File: src/design/dfmt_pkg.sv
`timescale 1ns / 1ps
`default_nettype none

package dfmt_pkg;

  // Format limits.
  localparam int MAX_FRAC_DIGITS = 8;
  localparam int FRAC_BITS       = 16;

  // Integer part is at most five decimal digits (65535).
  localparam int INT_DIGITS      = 5;

  // Four digit stages share the fraction digits between them.
  localparam int DIGIT_STAGES    = 4;
  localparam int FRAC_PER_STAGE  = (MAX_FRAC_DIGITS + DIGIT_STAGES - 1) / DIGIT_STAGES;
  localparam int NDIG_W          = $clog2(MAX_FRAC_DIGITS + 1);

  // Character slots in print order: minus, integer digits, dot, fraction digits.
  localparam int SLOT_MINUS = 0;
  localparam int SLOT_INT0  = 1;
  localparam int SLOT_DOT   = SLOT_INT0 + INT_DIGITS;
  localparam int SLOT_FRAC0 = SLOT_DOT + 1;
  localparam int NUM_SLOTS  = SLOT_FRAC0 + MAX_FRAC_DIGITS;

  // ASCII codes.
  localparam logic [7:0] CH_ZERO  = 8'h30;
  localparam logic [7:0] CH_MINUS = 8'h2D;
  localparam logic [7:0] CH_DOT   = 8'h2E;

  // Command codes.
  localparam logic CMD_UINT  = 1'b0;
  localparam logic CMD_FIXED = 1'b1;

  typedef logic [3:0] digit_t;
  typedef logic [NUM_SLOTS-1:0] slot_mask_t;

  // One item as it travels down the digit pipeline.
  typedef struct packed {
    logic                                cmd;
    logic                                neg;
    logic [NDIG_W-1:0]                   ndig;
    logic [15:0]                         rem;
    digit_t [INT_DIGITS-1:0]             idig;
    logic [FRAC_BITS-1:0]                frac;
    digit_t [MAX_FRAC_DIGITS-1:0]        fdig;
  } item_t;

  // Peels one decimal digit of weight base off the integer remainder.
  // The digit is found by parallel compares against the multiples of base.
  function automatic item_t peel_digit(item_t it, int pos, int base);
    item_t  r;
    digit_t d;
    r = it;
    d = '0;
    for (int k = 1; k <= 9; k++) begin
      if (int'(it.rem) >= k * base) begin
        d = 4'(k);
      end
    end
    r.idig[pos] = d;
    r.rem       = it.rem - 16'(int'(d) * base);
    return r;
  endfunction

  // Produces this stage's share of fraction digits; each digit is the
  // integer part of the fraction times ten.
  function automatic item_t frac_group(item_t it, int grp);
    item_t                r;
    logic [FRAC_BITS+3:0] t;
    int                   idx;
    r = it;
    for (int m = 0; m < FRAC_PER_STAGE; m++) begin
      idx = grp * FRAC_PER_STAGE + m;
      if (idx < MAX_FRAC_DIGITS) begin
        t = {3'b000, r.frac, 1'b0} + {1'b0, r.frac, 3'b000};
        r.fdig[idx] = t[FRAC_BITS+3:FRAC_BITS];
        r.frac      = t[FRAC_BITS-1:0];
      end
    end
    return r;
  endfunction

endpackage

`default_nettype wire

File: src/design/dfmt_emit.sv
`timescale 1ns / 1ps
`default_nettype none

module dfmt_emit (
  input  wire                  clk,
  input  wire                  rst_n,
  input  wire                  item_valid,
  input  wire dfmt_pkg::item_t item,
  output logic                 item_ready,
  output logic                 out_valid,
  input  wire                  out_ready,
  output logic [7:0]           out_char_code,
  output logic                 out_last
);

  // Remaining characters of the item being printed, one bit per slot.
  dfmt_pkg::slot_mask_t mask_r, mask_nxt;
  logic [7:0]           chars_r [dfmt_pkg::NUM_SLOTS];
  logic                 out_valid_r, out_valid_nxt;
  logic [7:0]           char_r;
  logic                 last_r;

  dfmt_pkg::slot_mask_t load_mask;
  logic [7:0]           load_chars [dfmt_pkg::NUM_SLOTS];
  dfmt_pkg::slot_mask_t pick;
  logic [7:0]           pick_char;
  logic                 send;
  logic                 is_last;
  logic                 load;

  // Build the slot mask and characters of an arriving item.
  always_comb begin
    logic started;
    started = 1'b0;
    load_mask = '0;
    for (int i = 0; i < dfmt_pkg::NUM_SLOTS; i++) begin
      load_chars[i] = dfmt_pkg::CH_ZERO;
    end
    load_mask[dfmt_pkg::SLOT_MINUS]  = (item.cmd == dfmt_pkg::CMD_FIXED) && item.neg;
    load_chars[dfmt_pkg::SLOT_MINUS] = dfmt_pkg::CH_MINUS;
    // Leading zeros are dropped; the units digit always prints.
    for (int i = 0; i < dfmt_pkg::INT_DIGITS; i++) begin
      if (item.idig[i] != '0) begin
        started = 1'b1;
      end
      load_mask[dfmt_pkg::SLOT_INT0 + i]  = started || (i == dfmt_pkg::INT_DIGITS - 1);
      load_chars[dfmt_pkg::SLOT_INT0 + i] = dfmt_pkg::CH_ZERO + {4'b0000, item.idig[i]};
    end
    load_mask[dfmt_pkg::SLOT_DOT]  = (item.cmd == dfmt_pkg::CMD_FIXED);
    load_chars[dfmt_pkg::SLOT_DOT] = dfmt_pkg::CH_DOT;
    for (int j = 0; j < dfmt_pkg::MAX_FRAC_DIGITS; j++) begin
      load_mask[dfmt_pkg::SLOT_FRAC0 + j] = (item.cmd == dfmt_pkg::CMD_FIXED) &&
                                            (j < int'(item.ndig));
      load_chars[dfmt_pkg::SLOT_FRAC0 + j] = dfmt_pkg::CH_ZERO + {4'b0000, item.fdig[j]};
    end
  end

  // Pick the earliest remaining slot and emit it when the output register frees.
  always_comb begin
    pick      = mask_r & (~mask_r + 1'b1);
    is_last   = (mask_r & (mask_r - 1'b1)) == '0;
    send      = (mask_r != '0) && (!out_valid_r || out_ready);
    pick_char = '0;
    for (int i = 0; i < dfmt_pkg::NUM_SLOTS; i++) begin
      if (pick[i]) begin
        pick_char = pick_char | chars_r[i];
      end
    end
    item_ready = (mask_r == '0) || (send && is_last);
    load       = item_valid && item_ready;
    if (load) begin
      mask_nxt = load_mask;
    end else if (send) begin
      mask_nxt = mask_r & ~pick;
    end else begin
      mask_nxt = mask_r;
    end
    if (send) begin
      out_valid_nxt = 1'b1;
    end else if (out_ready) begin
      out_valid_nxt = 1'b0;
    end else begin
      out_valid_nxt = out_valid_r;
    end
  end

  // Control registers.
  always_ff @(posedge clk) begin
    if (!rst_n) begin
      mask_r      <= '0;
      out_valid_r <= 1'b0;
    end else begin
      mask_r      <= mask_nxt;
      out_valid_r <= out_valid_nxt;
    end
  end

  // Character storage and output register.
  always_ff @(posedge clk) begin
    if (load) begin
      for (int i = 0; i < dfmt_pkg::NUM_SLOTS; i++) begin
        chars_r[i] <= load_chars[i];
      end
    end
    if (send) begin
      char_r <= pick_char;
      last_r <= is_last;
    end
  end

  assign out_valid     = out_valid_r;
  assign out_char_code = char_r;
  assign out_last      = last_r;

endmodule

`default_nettype wire

File: src/design/decimal_number_formatter.sv
// The first character of an item passes through the input stage, four digit stages, the
// sequencer's character store and the single character output register, which sends one
// character per cycle while out_ready is high. An item has 1 to 15 characters.
// A five-stage digit pipeline takes a new item every cycle while any stage is empty or the sequencer takes an item.
// Reset (rst_n low, synchronous) clears all valid bits and the pending character mask.
`timescale 1ns / 1ps
`default_nettype none

module decimal_number_formatter (
  input  wire               clk,
  input  wire               rst_n,
  input  wire               in_valid,
  output logic              in_ready,
  input  wire               in_cmd,
  input  wire signed [31:0] in_value,
  input  wire        [3:0]  in_frac_digits,
  output logic              out_valid,
  input  wire               out_ready,
  output logic       [7:0]  out_char_code,
  output logic              out_last
);

  localparam int NSTAGE = dfmt_pkg::DIGIT_STAGES + 1;

  dfmt_pkg::item_t    st_r   [NSTAGE];
  dfmt_pkg::item_t    st_nxt [NSTAGE];
  logic [NSTAGE-1:0]  vld_r, vld_nxt;
  logic [NSTAGE-1:0]  adv;
  logic               emit_ready;

  // Input stage: for fixed point, magnitude, saturated integer part, fraction, clamped count; else the low 16 bits.
  always_comb begin
    logic [31:0] mag;
    logic [31:0] ipart;
    mag   = in_value[31] ? (~in_value + 32'd1) : in_value;
    ipart = mag >> dfmt_pkg::FRAC_BITS;
    st_nxt[0] = '0;
    st_nxt[0].cmd = in_cmd;
    if (in_cmd == dfmt_pkg::CMD_FIXED) begin
      st_nxt[0].neg  = in_value[31];
      st_nxt[0].rem  = (ipart > 32'h0000_FFFF) ? 16'hFFFF : ipart[15:0];
      st_nxt[0].frac = mag[dfmt_pkg::FRAC_BITS-1:0];
      st_nxt[0].ndig = (int'(in_frac_digits) > dfmt_pkg::MAX_FRAC_DIGITS) ?
                       dfmt_pkg::NDIG_W'(dfmt_pkg::MAX_FRAC_DIGITS) :
                       dfmt_pkg::NDIG_W'(in_frac_digits);
    end else begin
      st_nxt[0].rem  = in_value[15:0];
    end
  end

  // Digit stages: one integer digit and a group of fraction digits each; the last also takes the units digit.
  always_comb begin
    dfmt_pkg::item_t t;
    st_nxt[1] = dfmt_pkg::frac_group(dfmt_pkg::peel_digit(st_r[0], 0, 10000), 0);
    st_nxt[2] = dfmt_pkg::frac_group(dfmt_pkg::peel_digit(st_r[1], 1, 1000), 1);
    st_nxt[3] = dfmt_pkg::frac_group(dfmt_pkg::peel_digit(st_r[2], 2, 100), 2);
    t = dfmt_pkg::peel_digit(st_r[3], 3, 10);
    // What is left after the tens is the units digit.
    t.idig[dfmt_pkg::INT_DIGITS-1] = t.rem[3:0];
    st_nxt[4] = dfmt_pkg::frac_group(t, 3);
  end

  // Stall logic: a stage moves when it is empty or its successor moves.
  always_comb begin
    adv[NSTAGE-1] = !vld_r[NSTAGE-1] || emit_ready;
    for (int k = NSTAGE - 2; k >= 0; k--) begin
      adv[k] = !vld_r[k] || adv[k+1];
    end
    vld_nxt = vld_r;
    if (adv[0]) begin
      vld_nxt[0] = in_valid;
    end
    for (int k = 1; k < NSTAGE; k++) begin
      if (adv[k]) begin
        vld_nxt[k] = vld_r[k-1];
      end
    end
  end

  assign in_ready = adv[0];

  // Stage valid bits.
  always_ff @(posedge clk) begin
    if (!rst_n) begin
      vld_r <= '0;
    end else begin
      vld_r <= vld_nxt;
    end
  end

  // Stage payload.
  always_ff @(posedge clk) begin
    for (int k = 0; k < NSTAGE; k++) begin
      if (adv[k]) begin
        st_r[k] <= st_nxt[k];
      end
    end
  end

  // Character sequencer with output register.
  dfmt_emit u_emit (
    .clk           (clk),
    .rst_n         (rst_n),
    .item_valid    (vld_r[NSTAGE-1]),
    .item          (st_r[NSTAGE-1]),
    .item_ready    (emit_ready),
    .out_valid     (out_valid),
    .out_ready     (out_ready),
    .out_char_code (out_char_code),
    .out_last      (out_last)
  );

`ifndef ASSERT_OFF
  // An accepted item always lands in the first stage.
  a_in_lands: assert property (@(posedge clk) disable iff (!rst_n)
    in_valid && in_ready |=> vld_r[0])
    else $error("accepted item did not enter the pipeline");

  // A finished item held back by the sequencer keeps its contents.
  a_tail_hold: assert property (@(posedge clk) disable iff (!rst_n)
    vld_r[NSTAGE-1] && !emit_ready |=> vld_r[NSTAGE-1] && $stable(st_r[NSTAGE-1]))
    else $error("stalled item in the last stage changed");

  // Only digits, the minus sign and the dot are ever printed.
  a_char_set: assert property (@(posedge clk) disable iff (!rst_n)
    out_valid |-> ((out_char_code >= dfmt_pkg::CH_ZERO &&
                    out_char_code <= dfmt_pkg::CH_ZERO + 8'd9) ||
                   out_char_code == dfmt_pkg::CH_MINUS ||
                   out_char_code == dfmt_pkg::CH_DOT))
    else $error("character outside the printable set");
`endif

endmodule

`default_nettype wire

File: config.mk
export PLATFORM = sky130hd
export DESIGN_NAME = decimal_number_formatter
export DESIGN_NICKNAME = d
export VERILOG_FILES = /design/src/design/dfmt_pkg.sv /design/src/design/dfmt_emit.sv /design/src/design/decimal_number_formatter.sv
export SDC_FILE = /design/constraint.sdc
export NUM_CORES = 1
export LEC_CHECK = 0
export BUFFER_PORTS_ARGS = -buffer_cell sky130_fd_sc_hd__buf_2
export CORE_ASPECT_RATIO = 1.25
export CORE_MARGIN = 10
export CORE_UTILIZATION = 40
export CTS_CLUSTER_SIZE = 24
export DETAILED_ROUTE_END_ITERATION = 10
export SETUP_SLACK_MARGIN = 0.3
export SLEW_MARGIN = 20
export SYNTH_ARGS = -nofsm -noshare
export SYNTH_HDL_FRONTEND = slang
export SYNTH_HIERARCHICAL = 1
export SYNTH_SLANG_ARGS = --single-unit
File: constraint.sdc
create_clock -name clk -period 6.1 [get_ports clk]
set_input_delay 1.83 -clock clk [delete_from_list [all_inputs] [get_ports clk]]
set_output_delay 1.83 -clock clk [all_outputs]
set_load 0.05 [all_outputs]
; ---- Word-level counts from Yosys, hierarchy flattened
; Memory sizes are Yosys's and may differ from the RTL's.
; Cells that the tools add are included.
[word_totals]
ff_bits = 30
mem_bits_rw = 555
input_bits = 41
output_inout_bits = 11
word_cells = 214
n_memories = 2
[mem_list]
columns = memory, depth, word_bits, rd, rd_clocked_by_memory_dff, wr, line
row1 = st_r, 5, 90, 5, 0, 5, decimal_number_formatter.sv:25  ; dfmt_pkg::item_t st_r [NSTAGE];
row2 = u_emit.chars_r, 15, 7, 15, 0, 15, dfmt_emit.sv:18  ; logic [7:0] chars_r [dfmt_pkg::NUM_SLOTS];
[op_classes]
add_sub_neg = 28
multipliers = 4
n_lt_le_gt_ge = 43
muxes = 74
bitwise_logic = 20
n_reduce_logical = 34
[op_table]
columns = operator, count
row1 = adder 17 x 19 -> 20 bit, 8
row2 = 2-to-1 mux 4 bit, 30
row3 = 2-to-1 mux 8 bit, 15
row4 = bitwise OR 8 bit, 14
row5 = adder 6 x 4 -> 7 bit (first input constant), 13
row6 = greater-or-equal comparator 16 x 10 -> 1 bit (second input constant), 5
row7 = greater-or-equal comparator 16 x 13 -> 1 bit (second input constant), 4
row8 = greater-or-equal comparator 16 x 7 -> 1 bit (second input constant), 4
row9 = greater-or-equal comparator 16 bit (second input constant), 3
row10 = greater-or-equal comparator 16 x 6 -> 1 bit (second input constant), 3
row11 = greater-or-equal comparator 16 x 9 -> 1 bit (second input constant), 3
row12 = 2-to-1 mux 16 bit, 3
row13 = AND 15 bit, 3
row14 = adder 32 x 1 -> 32 bit (second input constant), 1
row15 = greater-or-equal comparator 16 x 12 -> 1 bit (second input constant), 2
row16 = greater-or-equal comparator 16 x 14 -> 1 bit (second input constant), 2
row17 = greater-or-equal comparator 16 x 15 -> 1 bit (second input constant), 2
row18 = greater-or-equal comparator 16 x 5 -> 1 bit (second input constant), 2
row19 = 2-to-1 mux 32 bit, 1
row20 = inverter 32 bit, 1
row21 = zero test 15 bit, 2
row22 = 2-to-1 mux 15 bit, 2
row23 = inverter 15 bit, 2
row24 = 2-to-1 mux 1 bit, 22
row25 = other kinds (25), 56

; ---- Depth between registers and ports, before layout
; Gate-level depths: netlist of run 1.
[depth]
ltp_word = 32
ltp_mapped = 22
mapped_depth_nobuf = 22

; ---- Hierarchy
; Netlist of run 1, hierarchy kept.
[modules_own_cells]
columns = mod, n_inst, cells_per_inst, area_per_inst_um2
row1 = decimal_number_formatter, 1, 1438, 16858.7
row2 = dfmt_emit, 1, 285, 3417.0

; ---- Worst setup path after synthesis of run 1
; Ideal clock, no wire load.
[synth_path]
kind = input port to output port
from = input port out_ready
to = output port in_ready
arrival_ns = 4.059
t_required_ns = 4.270
path_slack_ns = 0.211
cell_stages = 6
n_path_buf = 0
cell_sequence = nand2b_1 > a21boi_2 > inv_1 > nor2b_1 > and3_1 > nand3_1
[synth_between]
elab_chain_cells = 9
[synth_rtl]
columns = element, line
row1 = "start, declared", decimal_number_formatter.sv:18  ; input wire out_ready,
row2 = logical OR 1 bit, dfmt_emit.sv:62  ; send = (mask_r != '0) && (!out_valid_r || out_ready);
row3 = logical AND 1 bit, dfmt_emit.sv:62
row4 = logical AND 1 bit, dfmt_emit.sv:69  ; item_ready = (mask_r == '0) || (send && is_last);
row5 = logical OR 1 bit, dfmt_emit.sv:69
row6 = via emit_ready, decimal_number_formatter.sv:29  ; logic emit_ready;
row7 = logical OR 1 bit, decimal_number_formatter.sv:65  ; adv[NSTAGE-1] = !vld_r[NSTAGE-1] || emit_ready;
row8 = logical OR 1 bit (4 in series), decimal_number_formatter.sv:67  ; adv[k] = !vld_r[k] || adv[k+1];
row9 = "end, declared", decimal_number_formatter.sv:13  ; output logic in_ready,
; The timed path passes the listed nets, and every way through them passes these cells.

; ---- Final worst setup path of run 1
[layout_path]
from = register u_emit.mask_r[7]
to = output port in_ready
[layout_between]
elab_chain_cells = 10
word_cells_on_any_way = 13
classes_between = 1 x add/sub / 1 x bitwise / 11 x reduce/logical
[layout_rtl]
columns = element, line
row1 = "start, declared", dfmt_emit.sv:17  ; dfmt_pkg::slot_mask_t mask_r, mask_nxt;
row2 = "start signal, assigned", dfmt_emit.sv:93  ; mask_r <= mask_nxt;
row3 = subtractor 15 x 1 -> 15 bit, dfmt_emit.sv:61  ; is_last = (mask_r & (mask_r - 1'b1)) == '0;
row4 = AND 15 bit *, dfmt_emit.sv:61
row5 = zero test 15 bit *, dfmt_emit.sv:61
row6 = via u_emit.is_last, dfmt_emit.sv:28  ; logic is_last;
row7 = logical AND 1 bit *, dfmt_emit.sv:69
row8 = logical OR 1 bit *, dfmt_emit.sv:69
row9 = via emit_ready, decimal_number_formatter.sv:29
row10 = logical OR 1 bit *, decimal_number_formatter.sv:65
row11 = logical OR 1 bit * (4 in series), decimal_number_formatter.sv:67
; Mark *: on every way through the listed nets, which the timed path passes. The rest lies on a longest branch.

==> results of run 1 <==
[registers in the layout, summed over array words and instances, names as in the netlist]
name / cells
vld_r: 5
u_emit/out_last: 1
u_emit/out_char_code: 6
u_emit/out_valid: 1
st_r: 266
u_emit/mask_r: 15
u_emit/chars_r: 52
[layer usage]
metal,vias up,share of wire
li1,6263,-
met1,5850,0.43
met2,252,0.50
met3,77,0.039
met4,0,0.032
met5,-,0
[where the power goes]
part | internal (mW) | switching (mW) | leakage [nW] | total (mW)
Combinational | 3.49 | 4.10 | 4.28 | 7.59
Sequential | 3.81 | 0.397 | 3.61 | 4.21
Clock | 1.34 | 0.849 | 0.578 | 2.19
[cells in the final DEF, fill, tap and decap left out, types with 21 or more instances in the layout]
cell type  count
nor2_1       119
edfxtp_1     325
nand2_1       78
a21oi_1      118
buf_2         49
nand3_1       30
xor2_1        57
ha_1         148
a21o_1        24
inv_1         92
nor2b_1       26
dfxtp_1       21
clkbuf_16     37
fa_1          21
o21ai_0       99
xnor2_1       83
nor3_1        23
o21a_1        24
[metrics by stage]
| step | setup WS (ns) | hold WS (ns) |
|---|---|---|
| CTS | 0.4149 | 0.4147 |
| detailed placement | 0.7272 | 0.4045 |
| finish | 0.5068 | 0.4120 |
| global route | 0.3090 | 0.4234 |
| floorplan | 0.6911 | 0.4003 |
| global placement | 0.7308 | 0.4037 |
[final timing paths]
kind | to | depth (start not counted)
min reg2reg | st_r[0][330] | 0
min | st_r[0][330] | 0
max | in_ready | 11
max reg2reg | st_r[0][210] | 22
[cell type report]
cell class	count	share of cell area
clock buffer	43	0.04526
clock inverter	18	0.01088
inverter	94	0.01661
multi-input combinational	1164	0.3997
sequential	346	0.4757
tap	637	0.03724
timing repair buffer	58	0.01462
[critical path, stage by stage, from the launching register on]
cell and delay (ns):
dfxtp_1 0.48, or4_4 0.65, nor3_4 0.41, o22ai_1 0.26, nor3_4 0.32, a21boi_2 0.17
inv_1 0.08, nor2b_1 0.04, buf_4 0.15, and3_1 0.26, nand3_2 0.15, buf_2 0.28
[repair_timing]
item / CTS / global route
setup endpoints to repair: 0 / 1
resized for setup: 0 / 1
hold endpoints to repair: 0 / 0
==> flow_metrics.py, run 1 <==
metrics = {
    "timing": {
        "hold_viol": 0,
        "slew_violations": 0,
        "setup_viol": 0,
        "rsz0062_at_grt": "no",
        "fin_crit_ns": 5.593,
        "max_freq_mhz": 178.8,
        "slew_headroom": 0.3357,
        "setup_tns_ns": 0,
        "skew_ns": 0.01195,
        "worstMarginPinSlew_ns": 0.9930,
        "period_share": 0.9169,
    },
    "critical_path": {
        "timing.reg2reg.setup_slack_ns": 0.77,
        "cp_max_fo": 17,
        "crit_start": "u_emit/mask_r[7]",
        "worst_ep_required_time_ns": 4.27,
        "critPathArrivalTime_ns": 3.76,
        "reg2reg_from": "st_r[0][116]",
        "worstSetupEndpointType": "output pin",
        "crit_type": "reg2out",
        "start_kind": "register",
    },
    "die": {
        "core-area_mm2": 0.04744,
        "die_w_um": 216.1,
        "fp-row-count": 89,
        "die_area_mm2": 0.05731,
        "dieHeight_um": 265.2,
        "initial_core_util": 0.4054,
        "io-pin-count": 52,
    },
    "yosys": {
        "syn_avg_cell_area_um2": 11.72,
        "syn_inst": 1641,
        "yosys_warnings": 6,
        "synth_area_mm2": 0.01923,
    },
    "place": {
        "gp_congestion": 0.9033,
        "placedCellCount": 2299,
        "dp_hpwl_um": 26200,
        "placed_area_mm2": 0.02019,
        "io_buffers": 49,
    },
    "final_layout": {
        "fin_area_mm2": 0.02140,
        "utilization": 0.4511,
        "nNetsFinal": 1909,
        "seq_area_mm2": 0.01018,
        "syn2layout_area_growth_pct": 11.27,
        "drive_above_1_share": 0.08532,
        "final_cells": 2360,
        "multi_input_area_mm2": 0.008553,
        "diodes": 0,
        "fillers": 4390,
    },
    "global_routing": {
        "grt_pass1_vias": 12570,
        "use_met1": 0.1392,
        "grt_pass1_wl_um": 58920,
        "top_usage_layer": "met2",
        "antenna_found_initial": 0,
        "grt_max_degree": 68,
        "grt_overflow_total": 0,
        "grtUsageMet3": 0.01851,
        "grt_util_met2": 0.2147,
        "grt.total_usage": 0.1196,
    },
    "power_and_ir_drop": {
        "peakVddDrop_v": 0.0005642,
        "power.total_mw": 13.99,
        "p_leak_nw": 8.466,
        "p_per_area_mw_per_mm2": 653.9,
    },
    "cts": {
        "clock_latency_ns": 0.52,
        "htreeDepth": 2,
        "cts_tree": "built",
        "cts.clk_slew.worst_paths_ns": 0.06,
        "numCtsBuffers": 35,
        "postCtsHoldBufs": 0,
        "postCtsSetupBuffers": 0,
        "cts_root_buffer": "clkbuf_16",
        "clock_tree.buffer_depth": 3,
        "clock-sinks": 346,
    },
    "detailed_routing": {
        "ant_nets": 0,
        "drtIter0Drc": 561,
        "drc": 0,
        "viasPerCell": 5.272,
        "wire_per_inst_um": 14.59,
        "num_vias": 12440,
        "drtPass1Iterations": 6,
        "wirelength_um": 34430,
    },
    "job": {
        "cap_violations": 0,
    },
    "hold_path": {
        "hp-class": "reg2reg",
        "min_from": "st_r[0][240]",
    },
    "outcome": {
        "status": "completed",
    },
}
Power figures use the tool's default switching activity.
==> inputs of run 2 (changes only) <==
- clock period: 6.1 -> 6.77 ns (I/O delays scaled with it)
==> run 2 against run 1 <==
Net effect:
- via count decreased by 1.2%
- combinational power decreased by 11%
- count of clock-buffer cells in the layout increased by 3
- register-to-register slack improved by 0.25 ns
- sequential power decreased by 10%
- final area decreased by 0.37%
- hold slack got worse by 0.0039 ns
- clock skew increased by 0.0037 ns
- utilization decreased by 0.17 points
- die area unchanged
- worst setup slack improved by 0.28 ns
- critical endpoint unchanged
- largest cell class unchanged
- largest power group unchanged
==> flow_metrics.py, run 2 (synthesis gave the netlist of run 1 again) <==
metrics = {
    "outcome": {
        "status": "completed",
    },
    "timing": {
        "hold_viol": 0,
        "skew_ns": 0.01565,
        "rsz0062_at_grt": "no",
        "period_share": 0.8841,
        "fin_crit_ns": 5.986,
        "slew_violations": 0,
        "slew_headroom": 0.3126,
        "max_freq_mhz": 167.1,
        "setup_viol": 0,
        "fin_ws_ns": 0.7843,
        "worstMarginPinSlew_ns": 1.027,
        "setup_tns_ns": 0,
    },
    "global_routing": {
        "grt_max_degree": 68,
        "grt_overflow_total": 0,
        "grt_pass1_vias": 12240,
        "grt.total_usage": 0.1187,
        "grt_pass1_wl_um": 58160,
        "antenna_found_initial": 0,
    },
    "critical_path": {
        "r2r_cells": 20,
        "slowest_stage": "nor2b_1",
        "cpMostUsedCell": "buf_2",
        "worstSetupEndpointType": "output pin",
        "reg2reg_from": "st_r[0][121]",
        "max_stage_delay_ns": 0.40,
        "cp_max_fo": 6,
        "crit_type": "in2out",
        "worst_ep_required_time_ns": 4.74,
        "timing.reg2reg.setup_slack_ns": 1.02,
        "crit_start": "out_ready",
        "crit_chain": "buf_2 > nand2b_1 > a21boi_2 > inv_1 > nor2b_1 > and3_1 > nand3_2 > buf_2",
        "start_kind": "input port",
        "critPathArrivalTime_ns": 3.95,
        "crit_path_end": "in_ready",
        "rr_endpoint": "st_r[0][210]",
    },
    "detailed_routing": {
        "ant_nets": 0,
        "wire_per_inst_um": 14.46,
        "drc": 0,
        "viasPerCell": 5.216,
        "num_vias": 12290,
        "drtPass1Iterations": 5,
        "drtIter0Drc": 524,
        "wirelength_um": 34070,
    },
    "die": {
        "io-pin-count": 52,
        "fp-row-count": 89,
        "initial_core_util": 0.4054,
        "core-area_mm2": 0.04744,
        "dieHeight_um": 265.2,
        "die_area_mm2": 0.05731,
        "die_w_um": 216.1,
    },
    "place": {
        "io_buffers": 49,
        "dp_hpwl_um": 26050,
        "dp_slack_ns": 0.8278,
        "gp_congestion": 0.8960,
    },
    "final_layout": {
        "largest_reg_flops": 266,
        "regMostFlops": "st_r",
        "fillers": 4390,
        "drive_above_1_share": 0.08144,
        "final_common_cell": "edfxtp_1",
        "diodes": 0,
        "reg_top3": "st_r (266), u_emit/chars_r (52), u_emit/mask_r (15)",
        "multi_input_area_mm2": 0.008547,
        "nNetsFinal": 1904,
        "layout_common_cells": "325 x edfxtp_1, 148 x ha_1, 119 x nor2_1, 118 x a21oi_1, 99 x o21ai_0",
        "syn2layout_area_growth_pct": 10.86,
        "seq_area_mm2": 0.01018,
    },
    "cts": {
        "cts_root_buffer": "clkbuf_16",
        "clock_tree.buffer_depth": 3,
        "postCtsSetupBuffers": 0,
        "cts_tree": "built",
        "clock-sinks": 346,
        "cts_resized": 0,
        "cts.clk_slew.worst_paths_ns": 0.06,
        "postCtsHoldBufs": 0,
        "htreeDepth": 2,
        "clock_latency_ns": 0.52,
        "numCtsBuffers": 35,
    },
    "power_and_ir_drop": {
        "p_leak_nw": 8.422,
        "peakVddDrop_v": 0.0003947,
        "p_per_area_mw_per_mm2": 585.1,
    },
    "hold_path": {
        "hp-class": "reg2reg",
        "whs_path_depth": 0,
    },
    "job": {
        "cap_violations": 0,
    },
}
-- run 2: changes by cell type in the layout (fill, tap and decap cells not counted), sizes merged --
cell,delta
buf,-5
clkbuf,+3
bufinv,-1
clkinvlp,-1
-- run 2: worst min-delay path by stage --
stage	from	endpoint	slack, ns
6_report	st_r[0][275]	st_r[0][365]	0.41
5_1_grt	st_r[0][275]	st_r[0][365]	0.42
4_1_cts	st_r[0][124]	st_r[0][214]	0.41
3_5_place_dp	st_r[0][124]	st_r[0][214]	0.40
3_3_place_gp	st_r[0][378]	u_emit/chars_r[0][37]	0.40
2_1_floorplan	st_r[0][16]	st_r[0][106]	0.40
-- run 2: routing by layer --
| metal | vias up | wire (um) | global-route usage | share of wire |
|---|---|---|---|---|
| met5 | - | 0 | 0 | 0 |
| met1 | 5768 | 14720 | 0.1395 | 0.43 |
| met2 | 205 | 17050 | 0.2113 | 0.50 |
| met4 | 0 | 1122 | 0.04882 | 0.033 |
| li1 | 6240 | - | - | - |
| met3 | 77 | 1174 | 0.01942 | 0.034 |
-- run 2: worst max-delay path: cells and delay by family --
family                 cells  cell delay [ns]
buffers and inverters      3             0.43
AO/OA/AOI/OAI              1             0.31
AND/OR/NAND/NOR            4             1.17
-- run 2: layout make-up --
type                       instances  share of cell area
sequential                       346              0.4775
multi-input combinational       1164              0.4009
clock buffer                      46             0.04548
tap                              637             0.03738
inverter                          94             0.01667
timing repair buffer              53             0.01291
clock inverter                    16            0.009214
-- run 2: power breakdown --
| group | switching [mW] | internal (mW) |
|---|---|---|
| sequential | 0.357 | 3.44 |
| combinational | 3.63 | 3.13 |
| clock | 0.758 | 1.17 |
| total | 4.75 | 7.73 |
-- run 2: metrics by stage --
| step | hold slack, ns | cell area, um^2 | cells | total power [mW] | utilization |
|---|---|---|---|---|---|
| 2_1_floorplan | 0.4003 | 19240 | 1644 | 9.340 | - |
| 3_3_place_gp | 0.4031 | 20150 | 2294 | 10.35 | 0.4248 |
| 3_5_place_dp | 0.4045 | 20150 | 2294 | 10.59 | 0.4248 |
| 4_1_cts | 0.4072 | 21320 | 2356 | 12.57 | 0.4494 |
| 5_1_grt | 0.4179 | 21320 | 2356 | 13.72 | 0.4494 |
| 6_report | 0.4081 | 21320 | 2356 | 12.48 | 0.4494 |
